--- config.mk ---
export PLATFORM = sky130hd
export DESIGN_NAME = glip_ctrl
export DESIGN_NICKNAME = d
export VERILOG_FILES = /design/src/rtl/glip_pkg.sv /design/src/rtl/glip_ctrl.sv
export SDC_FILE = /design/constraint.sdc
export NUM_CORES = 1
export LEC_CHECK = 0
export BUFFER_PORTS_ARGS = -buffer_cell sky130_fd_sc_hd__clkbuf_2
export CORE_MARGIN = 4
export CORE_UTILIZATION = 48
export CTS_CLUSTER_SIZE = 25
export DETAILED_ROUTE_END_ITERATION = 8
export GPL_TIMING_DRIVEN = 0
export PLACE_DENSITY = 0.75
export SETUP_SLACK_MARGIN = 0.15
export SKIP_LAST_GASP = 1
export SLEW_MARGIN = 15
export SYNTH_ARGS = -nofsm -noshare
export SYNTH_HDL_FRONTEND = slang
export SYNTH_SLANG_ARGS = --single-unit
--- constraint.sdc ---
create_clock -name clock -period 2.25 [get_ports clock]
set_clock_uncertainty 0.1 [all_clocks]
set_input_delay 0.45 -clock clock [delete_from_list [all_inputs] [get_ports clock]]
set_output_delay 0.45 -clock clock [all_outputs]
set_load 0.02 [all_outputs]
--- src/rtl/glip_pkg.sv ---
// Shared types and constants for the grid longest increasing path block.
// No dependencies; imported by every module of the block.
`default_nettype none
package glip_pkg;
   localparam int MAX_ROWS    = 32;
   localparam int MAX_COLUMNS = 32;
   localparam int VALUE_WIDTH = 32;
   localparam int CELL_LIMIT  = MAX_ROWS * MAX_COLUMNS;
   localparam int CELL_BITS   = $clog2(CELL_LIMIT);
   localparam int COUNT_BITS  = $clog2(CELL_LIMIT + 1);
   localparam int DIM_BITS    = 6;
   localparam int LEN_BITS    = 11;
   localparam int ADDR_BITS   = 3;

   typedef enum logic [2:0] {
      RD_CENTER = 3'd0,
      RD_UP     = 3'd1,
      RD_RIGHT  = 3'd2,
      RD_DOWN   = 3'd3,
      RD_LEFT   = 3'd4
   } rd_sel_type;

   typedef struct packed {
      logic       load;
      logic       clr_write;
      logic       pass_init;
      logic       issue;
      rd_sel_type rd_sel;
      logic       latch_center;
      logic       compare;
      logic       write_back;
      logic       result_load;
   } cmd_type;

   typedef struct packed {
      logic clr_last;
      logic cell_last;
      logic changed;
      logic out_free;
   } status_type;
endpackage
`default_nettype wire

--- src/rtl/glip_ctrl.sv ---
// Sequencer for loading, clearing and relaxation passes over the grid.
// Depends on glip_pkg; drives the datapath by command and status structs.
`default_nettype none
module glip_ctrl import glip_pkg::*; (
   input  wire logic       clock,
   input  wire logic       reset,
   input  wire logic       req_valid,
   input  wire logic       req_last_cell,
   output logic            req_stall,
   input  wire status_type status,
   output cmd_type         cmd
);
   typedef enum logic [9:0] {
      ST_IDLE  = 10'b0000000001,
      ST_CLEAR = 10'b0000000010,
      ST_CTR   = 10'b0000000100,
      ST_N0    = 10'b0000001000,
      ST_N1    = 10'b0000010000,
      ST_N2    = 10'b0000100000,
      ST_N3    = 10'b0001000000,
      ST_LAST  = 10'b0010000000,
      ST_CHECK = 10'b0100000000,
      ST_DONE  = 10'b1000000000
   } state_type;

   state_type state_ff, state_in;

   always_ff @(posedge clock) begin
      if (reset) begin
         state_ff <= ST_IDLE;
      end else begin
         state_ff <= state_in;
      end
   end

   always_comb begin
      state_in = state_ff;
      cmd      = '0;
      cmd.rd_sel = RD_CENTER;
      req_stall  = 1'b1;
      unique case (state_ff)
         ST_IDLE: begin
            req_stall = 1'b0;
            cmd.load  = req_valid;
            if (req_valid && req_last_cell) begin
               state_in = ST_CLEAR;
            end
         end
         ST_CLEAR: begin
            cmd.clr_write = 1'b1;
            if (status.clr_last) begin
               cmd.pass_init = 1'b1;
               state_in      = ST_CTR;
            end
         end
         ST_CTR: begin
            cmd.issue  = 1'b1;
            cmd.rd_sel = RD_CENTER;
            state_in   = ST_N0;
         end
         ST_N0: begin
            cmd.latch_center = 1'b1;
            cmd.issue        = 1'b1;
            cmd.rd_sel       = RD_UP;
            state_in         = ST_N1;
         end
         ST_N1: begin
            cmd.compare = 1'b1;
            cmd.issue   = 1'b1;
            cmd.rd_sel  = RD_RIGHT;
            state_in    = ST_N2;
         end
         ST_N2: begin
            cmd.compare = 1'b1;
            cmd.issue   = 1'b1;
            cmd.rd_sel  = RD_DOWN;
            state_in    = ST_N3;
         end
         ST_N3: begin
            cmd.compare = 1'b1;
            cmd.issue   = 1'b1;
            cmd.rd_sel  = RD_LEFT;
            state_in    = ST_LAST;
         end
         ST_LAST: begin
            cmd.write_back = 1'b1;
            state_in = status.cell_last ? ST_CHECK : ST_CTR;
         end
         ST_CHECK: begin
            if (status.changed) begin
               cmd.pass_init = 1'b1;
               state_in      = ST_CTR;
            end else begin
               state_in = ST_DONE;
            end
         end
         ST_DONE: begin
            if (status.out_free) begin
               cmd.result_load = 1'b1;
               state_in        = ST_IDLE;
            end
         end
         default: begin
            state_in = ST_IDLE;
         end
      endcase
   end
endmodule
`default_nettype wire

[Yosys cells after proc, flatten, opt, wreduce, memory -nomap -nowiden]
Cells that the tools add are included.
Word-level totals
  RAM bits: 0
  memory bits (read-only): 0
  word-level logic and storage cells: 35
  bits in latches: 0
  output and inout bits: 12
  input port bits: 8
  memories kept: 0
  register bits: 10
Operators by class
  shifts and indexed selects: 0
  multipliers: 0
  bitwise gates (word level): 0
  div/mod/pow operators: 0
  order comparisons: 0
  add/subtract/negate cells: 0
  eq/ne operators: 13
  multiplexer cells: 18
  reductions and logical operators: 3
Operators with widths (count)
  one-hot mux 10 bit (10 select lines): 1
  2-to-1 mux 10 bit: 4
  one-hot mux 4 bit (5 select lines): 1
  equality test 10 x 1 -> 1 bit, second input constant: 1
  equality test 10 bit, second input constant: 1
  equality test 10 x 2 -> 1 bit, second input constant: 1
  equality test 10 x 3 -> 1 bit, second input constant: 1
  equality test 10 x 4 -> 1 bit, second input constant: 1
  equality test 10 x 5 -> 1 bit, second input constant: 1
  equality test 10 x 6 -> 1 bit, second input constant: 1
  equality test 10 x 7 -> 1 bit, second input constant: 1
  equality test 10 x 8 -> 1 bit, second input constant: 1
  equality test 10 x 9 -> 1 bit, second input constant: 1
  2-to-1 mux 1 bit: 10
  2-to-1 mux 9 bit: 1
  != test 2 bit, second input constant: 3
  AND reduction 3 bit: 1
  OR reduction 3 bit: 1
  one-hot mux 1 bit (2 select lines): 1
  logical AND 1 bit: 1

[Logic depth before layout (Yosys ltp)]
Gate-level depths: netlist of the first run.
  depth in word-level cells: 3
  gate-level depth with buffers: 6
  mapped depth without buffers: 5

[Least setup slack after synthesis of the first run]
OpenSTA, ideal clock, no wires.
  path kind: reg2out
  from: register state_ff[8]
  to: output cmd[8] in the netlist's numbering
  required time: 1.700 ns
  setup slack: -0.181 ns
  stages on the path, launching flop included: 5
  arrival time: 1.881 ns
  path buffers: 0
  cells stage by stage: dfxtp_1 > or4_4 > or3_4 > nor2_1 > a32o_1
RTL lines
  from (decl): RTL line glip_ctrl.sv:26  | state_type state_ff, state_in;
  from (signal assigned): RTL line glip_ctrl.sv:32  | state_ff <= state_in;
  to (decl): RTL line glip_ctrl.sv:11  | output cmd_type cmd

==> qor.csv, run 1 <==
stage;metric;value;unit
synthesis;share of the synthesized netlist area taken by xor and xnor gates;2.632;%
critical_path;source of the worst register-to-register timing path;state_ff[8];
synthesis;multiplexer share of the synthesized area;3.008;%
synthesis;primary flip-flop cell chosen by synthesis mapping;dfxtp_1;
timing;setup violators final;15;
routing;Via density;6.560;
routing;initial DRC count;27;
routing;average routed wire per standard cell;21.00;um
floorplanning;I/O pin total;20;
power_and_ir_drop;total power per unit cell area;971.3;mW/mm^2
place;routability congestion estimate;0.8178;
cells_and_area;fillers;52;
critical_path;critical path data arrival time;2.01;ns
cts;clock transition at the registers of the reported paths;0.08;ns
cts;maximum level of the CTS H-tree;1;
power_and_ir_drop;static leakage;0.5146;nW
floorplanning;effective utilization at floorplan;51.15;%
synthesis;most numerous cell in the Yosys netlist;nor3_1;
critical_path;R2R depth;7;
synthesis;mean area per synthesized cell;7.651;um^2
synthesis;Post-Syn Area;665.6;um^2
synthesis;proportion of netlist area held by the largest area contributor;30.08;%
flow_run;max-capacitance violation count;0;
cts;TritonCTS clock tree;yes;
timing;crit share post-route;113.8;%
min_path;hold worst-path end;state_ff[8];
synthesis;cell types with the highest counts after synthesis;nor3_1 (11), dfxtp_1 (10), nor2_1 (7);
cells_and_area;Final Instance Area;0.001197;mm^2
critical_path;largest fanout on the critical path;3;
synthesis;cell accounting for the most synthesized area;dfxtp_1;
place;Post-Place Cell Area;783.3;um^2
floorplanning;number of placement rows;13;
cts;Clk Latency, worst-skew pair;0.28;ns
synthesis;number of different library cells in the post-synthesis netlist;33;
critical_path;CP Data Required Time;1.70;ns
place;IO Port Bufs;18;
synthesis;sequential area share after synthesis;30.08;%
synthesis;share of synthesized cell area in full adder, half adder and majority cells;0;%
floorplanning;Die Area;0.002047;mm^2
timing;Max Slew Vio Count;0;
synthesis;combinational family with the most area after synthesis;simple AND/OR/NAND/NOR gates;
cts;number of CTS-inserted buffers;3;
cells_and_area;Antenna diodes;0;
grt;maximum number of pins on one net before global-route repair;11;
place;dpl hpwl;1.211;mm
grt;number of global-route vias before repair;730;
power_and_ir_drop;Worst IR Drop VDD;0.5685;mV
grt;first-pass GRT wire length;3.436;mm
min_path;class of the tightest hold or removal check;in2reg;
synthesis;number of instances in the synthesized netlist;87;
floorplanning;Placeable Area;0.001301;mm^2
critical_path;crit path launch type;flip-flop;
grt;number of antenna violations at the first check in global routing;0;
cts;TritonCTS sink count;10;
synthesis;number of storage elements in the synthesis netlist;10;
timing;Post-Route Setup TNS;-1.842;ns
cts;cell at the root of the clock tree;clkbuf_4;
synthesis;Post-synth EDFFs;0;
cells_and_area;fraction of final layout cells with drive strength greater than 1;56.35;%
timing;unrepaired setup endpoints after global routing;yes;
timing;Final Worst Setup Slack;-0.3109;ns
synthesis;leading cell types by total area after synthesis;dfxtp_1 (30%), nor3_1 (8.3%), nor2_1 (3.9%), nand2b_1 (3.8%), nor3b_2 (3.8%);
cts;largest buffer count on any clock path;2;
critical_path;R2R setup slack;-0.05;ns
floorplanning;Die Span Y;45.24;um
grt;total grt overflow;0;
min_path;Hold Path Depth;2;
synthesis;synthesized-area fraction occupied by ao, oa, aoi and oai cells;15.41;%
critical_path;WS Path Type;reg2out;
cells_and_area;flip-flop count of the largest register, all copies and words added;10;
synthesis;Synth warnings;0;
min_path;startpoint of the most critical hold path;status[2];
timing;top achievable clock speed;390.5;MHz
run_status;result of the run;finished with violations;
grt;gr usage total;23.43;%
cells_and_area;Area Growth Syn to Fin;79.89;%
run_status;failing checks;negative setup slack;
critical_path;crit end category;output port;
routing;antenna viol nets, final;0;
routing;overall via count from detail_route;925;
synthesis;simple logic cell fraction of the synthesized area;43.80;%
synthesis;fraction of registers with async set or reset after synthesis;0;%
place;placement-stage worst setup slack;-0.06065;ns
timing;worst slew slack as a fraction of its limit;67.59;%
cells_and_area;Largest Register;state_ff;
cells_and_area;biggest regs;state_ff: 10 flops;
critical_path;destination of the worst register-to-register timing path;state_ff[2];
power_and_ir_drop;Final Total Pwr;1.163;mW
timing;Tmin final;2.561;ns
timing;slew at the pin closest to its max-slew limit;0.4862;ns
routing;total DRC errors in the routed layout;0;
synthesis;Synth Net Count;95;
cells_and_area;Final #Nets;135;
floorplanning;horizontal die dimension;45.24;um
routing;sum of routed wire length over all layers;2.961;mm
timing;final hold violations;0;
routing;DR pass1 iterations;4;
-- worst max-delay path, cell delays in order, from the launching register on --
cell,delay (ns)
dfxtp_4,0.34
or4_4,0.54
or3_4,0.44
nor2_4,0.13
a32o_2,0.16
buf_8,0.11
-- through the flow --
step                      cells  hold WS [ns]  util (%)
final                       141        0.3693     92.02
after global routing        141        0.3567     92.02
after CTS                   134        0.3501     78.17
after detailed placement    120        0.4516     60.19
after global placement      120        0.4481     60.19
after floorplan              87        0.4114         -
-- power by group --
part           switching, mW  internal (mW)  total (mW)
clock                 0.0798         0.0987       0.179
combinational          0.403          0.382       0.785
sequential           0.00794          0.191       0.199
total                  0.491          0.672        1.16
-- worst max path at each step --
stage / startpoint / end / slack (ns) / cells past startpoint
after CTS: state_ff[9] / cmd[1] / -0.29 / 4
after global routing: state_ff[8] / cmd[8] / -0.37 / 5
after detailed placement: state_ff[7] / cmd[4] / -0.06 / 7
after global placement: state_ff[7] / cmd[4] / -0.03 / 7
after floorplan: state_ff[8] / cmd[8] / 0.08 / 4
final: state_ff[8] / cmd[8] / -0.31 / 5
-- timing repair --
action                     in CTS  in global routing
resized for setup              34                 46
pin swaps                      10                 11
buffers inserted               10                  7
hold buffers                    0                  0
setup endpoints to repair      12                 16
-- metal layers --
layer  vias to the layer above  global-route usage [%]  share of wire, %
met3                        22                   5.578               8.6
met2                        74                   38.98                50
met4                         0                   8.772               4.0
met1                       438                   28.99                38
li1                        391                       -                 -
met5                         -                       0                 0
-- area by class of cell --
type | instances | area (um^2) | share of cell area [%]
buffer | 4 | 40.04 | 3.344
sequential | 10 | 219.0 | 18.29
inverter | 5 | 18.77 | 1.567
timing repair buffer | 35 | 316.6 | 26.44
multi-input combinational | 68 | 548.0 | 45.77
tap | 15 | 18.77 | 1.567
clock buffer | 4 | 36.28 | 3.030
-- logic make-up after synthesis --
kind of cell / count (synthesis)
AOI/OAI and AO/OA: 16
DFF: 10
buffers and inverters: 9
xor gates and xnor gates: 2
and+or+nand+nor: 48
muxes: 2
-- cells in the final DEF, fill, tap and decap left out, drive strengths merged --
master	Yosys	final
or3	3	3
or2	1	1
nor2b	3	3
buf	1	30
nor3	11	11
o21ai	5	5
o31ai	1	1
nor4b	1	1
or4	1	1
xnor2	1	1
and3b	1	1
xor2	1	1
mux2i	2	2
inv	5	5
and2	2	2
nand2	5	5
nor2	7	7
a32o	1	1
nor3b	4	4
o2bb2ai	1	1
a2bb2oi	1	1
a31oi	3	3
dfxtp	10	10
clkbuf	3	13
nor4	1	1
nand3	3	3
nand4b	1	1
a21oi	4	4
nand2b	4	4
Note: power is estimated with default switching activity, not from simulation.
==> run 2, diff against run 1 <==
--- a/config.mk
+++ b/config.mk
@@ -7,11 +7,12 @@
 export LEC_CHECK = 0
 export BUFFER_PORTS_ARGS = -buffer_cell sky130_fd_sc_hd__clkbuf_2
 export CORE_MARGIN = 4
-export CORE_UTILIZATION = 48
+export CORE_UTILIZATION = 42
 export CTS_CLUSTER_SIZE = 25
 export DETAILED_ROUTE_END_ITERATION = 8
 export GPL_TIMING_DRIVEN = 0
-export PLACE_DENSITY = 0.75
+export PLACE_DENSITY = 0.67
+export RECOVER_POWER = 25
 export SETUP_SLACK_MARGIN = 0.15
 export SKIP_LAST_GASP = 1
 export SLEW_MARGIN = 15
==> run 2 against run 1 <==
Against the previous run: the flow still finishes with violations (negative setup slack); critical path depth down 1; worst hold slack worse by 0.016 ns; sequential share of layout area grew 0.26 points; core utilization fell by 16 points; critical endpoint is now cmd[1]; largest power group unchanged; highest routed layer unchanged.
==> qor.csv, run 2 (synthesized netlist as in run 1, its figures left out) <==
stage;metric;value;unit;change
run_status;result of the run;finished with violations;;
run_status;failing checks;negative setup slack;;
cells_and_area;most frequent standard cell in the layout excluding fill and tap cells;buf_4;;
place;dpl hpwl;1.164;mm;-3.8%
routing;total DRC errors in the routed layout;0;;unchanged
grt;gr usage total;21.62;%;-1.8 points
timing;Final Worst Setup Slack;-0.2569;ns;+0.05395 ns
grt;M1 GR Usage;30.43;%;+1.4 points
cts;maximum level of the CTS H-tree;1;;unchanged
timing;Tmin final;2.507;ns;-0.05395 ns
flow_run;max-capacitance violation count;0;;unchanged
critical_path;crit path launch type;flip-flop;;
place;placement-stage worst setup slack;-0.05734;ns;+0.003316 ns
routing;initial DRC count;13;;-52%
grt;total grt overflow;0;;unchanged
critical_path;CP Data Required Time;1.70;ns;about the same
power_and_ir_drop;total power per unit cell area;944.3;mW/mm^2;-2.8%
timing;final hold violations;0;;unchanged
grt;first-pass GRT wire length;3.491;mm;+1.6%
floorplanning;Die Area;0.002286;mm^2;+12%
grt;met3 usage;3.383;%;-2.2 points
critical_path;critical path data arrival time;1.96;ns;-0.05 ns
routing;DR pass1 iterations;4;;unchanged
floorplanning;Die Span Y;47.81;um;+5.7%
critical_path;Critical Path Slowest Stage Cell;or4_4;;
power_and_ir_drop;Worst IR Drop VDD;0.5521;mV;-2.9%
cells_and_area;Largest Register;state_ff;;
timing;worst slew slack as a fraction of its limit;67.27;%;-0.32 points
timing;top achievable clock speed;398.9;MHz;+2.2%
grt;most used routing layer in global routing;met2;;
timing;slew at the pin closest to its max-slew limit;0.4909;ns;+0.004742 ns
cells_and_area;flip-flop count of the largest register, all copies and words added;10;;unchanged
cts;TritonCTS sink count;10;;unchanged
cts;Clk Latency, worst-skew pair;0.28;ns;about the same
routing;average routed wire per standard cell;15.40;um;-27%
critical_path;Max stage delay on crit path;0.54;ns;about the same
cells_and_area;biggest regs;state_ff: 10 flops;;
power_and_ir_drop;static leakage;0.4905;nW;-4.7%
cts;cell at the root of the clock tree;clkbuf_4;;
grt;number of antenna violations at the first check in global routing;0;;unchanged
timing;setup violators final;14;;-1
cells_and_area;fraction of final layout cells with drive strength greater than 1;52.42;%;-3.9 points
routing;Via density;5.679;;-13%
cts;hold buffer count at CTS;0;;unchanged
floorplanning;effective utilization at floorplan;44.19;%;-7.0 points
timing;Max Slew Vio Count;0;;unchanged
cts;clock transition at the registers of the reported paths;0.08;ns;about the same
floorplanning;Placeable Area;0.001506;mm^2;+16%
place;Post-Place Cell Area;784.5;um^2;+0.16%
min_path;class of the tightest hold or removal check;in2reg;;
cts;largest buffer count on any clock path;2;;unchanged
routing;overall via count from detail_route;795;;-14%
floorplanning;I/O pin total;20;;unchanged
place;IO Port Bufs;18;;unchanged
cells_and_area;Final #Nets;133;;-1.5%
cells_and_area;Final Instance Area;0.001140;mm^2;-4.8%
place;routability congestion estimate;0.7845;;-4.1%
critical_path;largest fanout on the critical path;3;;unchanged
power_and_ir_drop;Final Total Pwr;1.076;mW;-7.5%
cts;TritonCTS clock tree;yes;;
floorplanning;horizontal die dimension;47.81;um;+5.7%
cells_and_area;Area Growth Syn to Fin;71.24;%;
grt;GR Util met2;33.25;%;-5.7 points
critical_path;WS Path Type;reg2out;;
critical_path;cells traversed along the worst timing path;or4_4, or3_4, nor3b_4, buf_4;;
grt;maximum number of pins on one net before global-route repair;11;;unchanged
timing;crit share post-route;111.4;%;-2.4 points
critical_path;crit end category;output port;;
cells_and_area;fillers;99;;+90%
routing;sum of routed wire length over all layers;2.156;mm;-27%
cells_and_area;highest-count cells in the layout ignoring fill and taps;buf_4 (15), nor3_1 (7), clkbuf_2 (7), buf_6 (7), nor2_1 (6);;
floorplanning;number of placement rows;14;;+1
routing;antenna viol nets, final;0;;unchanged
grt;number of global-route vias before repair;766;;+4.9%
cts;number of CTS-inserted buffers;3;;unchanged
timing;unrepaired setup endpoints after global routing;yes;;
cells_and_area;Antenna diodes;0;;unchanged
run 2: cell types whose count changed in the layout (fill, tap and decap cells not counted), sizes merged:
cell / previous run / this run
buf: 30 / 27
clkbuf: 13 / 14
run 2: metal layers:
metal / wire length (um) / up-vias
met3: 114 / 6
met1: 976 / 374
met4: 40 / 0
met5: 0 / -
li1: - / 389
met2: 1026 / 26
run 2: final cells by class:
type	instances	area, um^2	share of cell area (%)
tap	16	20.02	1.756
sequential	10	211.5	18.55
buffer	4	41.29	3.622
multi-input combinational	68	521.8	45.77
inverter	5	18.77	1.647
clock buffer	4	36.28	3.183
timing repair buffer	33	290.3	25.47
run 2: critical path, delay by kind of cell (launching register included):
family	cells	cell delay [ns]
buffers and inverters	1	0.17
DFF	1	0.35
and+or+nand+nor	3	1.15
run 2: path summary, 6_finish.rpt:
kind                                   from           to  slack (ns)  depth (start not counted)
worst max-delay path            state_ff[8]       cmd[1]       -0.26                          4
worst min-delay path              status[2]  state_ff[8]        0.35                          2
worst max register to register  state_ff[8]  state_ff[2]       -0.04                          8
worst min register to register  state_ff[4]  state_ff[5]        0.50                          2
run 2: repair_timing:
item / 4_1_cts / 5_1_grt
resized for setup: 40 / 29
buffers inserted: 13 / 2
endpoints found under the setup margin: 12 / 18
pin swaps: 7 / 5
run 2: through the flow:
stage	TNS (ns)	instances	util [%]	hold slack (ns)
floorplan	0	87	-	0.4114
global placement	-0.05700	121	52.08	0.4445
detailed placement	-0.1001	121	52.08	0.4543
CTS	-1.428	138	71.35	0.3432
global route	-2.812	140	75.66	0.3675
finish	-1.810	140	75.66	0.3530
run 2: power by group:
group	leakage, nW	internal [mW]	total (mW)	switching (mW)
Sequential	0.0833	0.196	0.207	0.0110
Clock	0.0210	0.0986	0.174	0.0756
Combinational	0.386	0.353	0.695	0.343
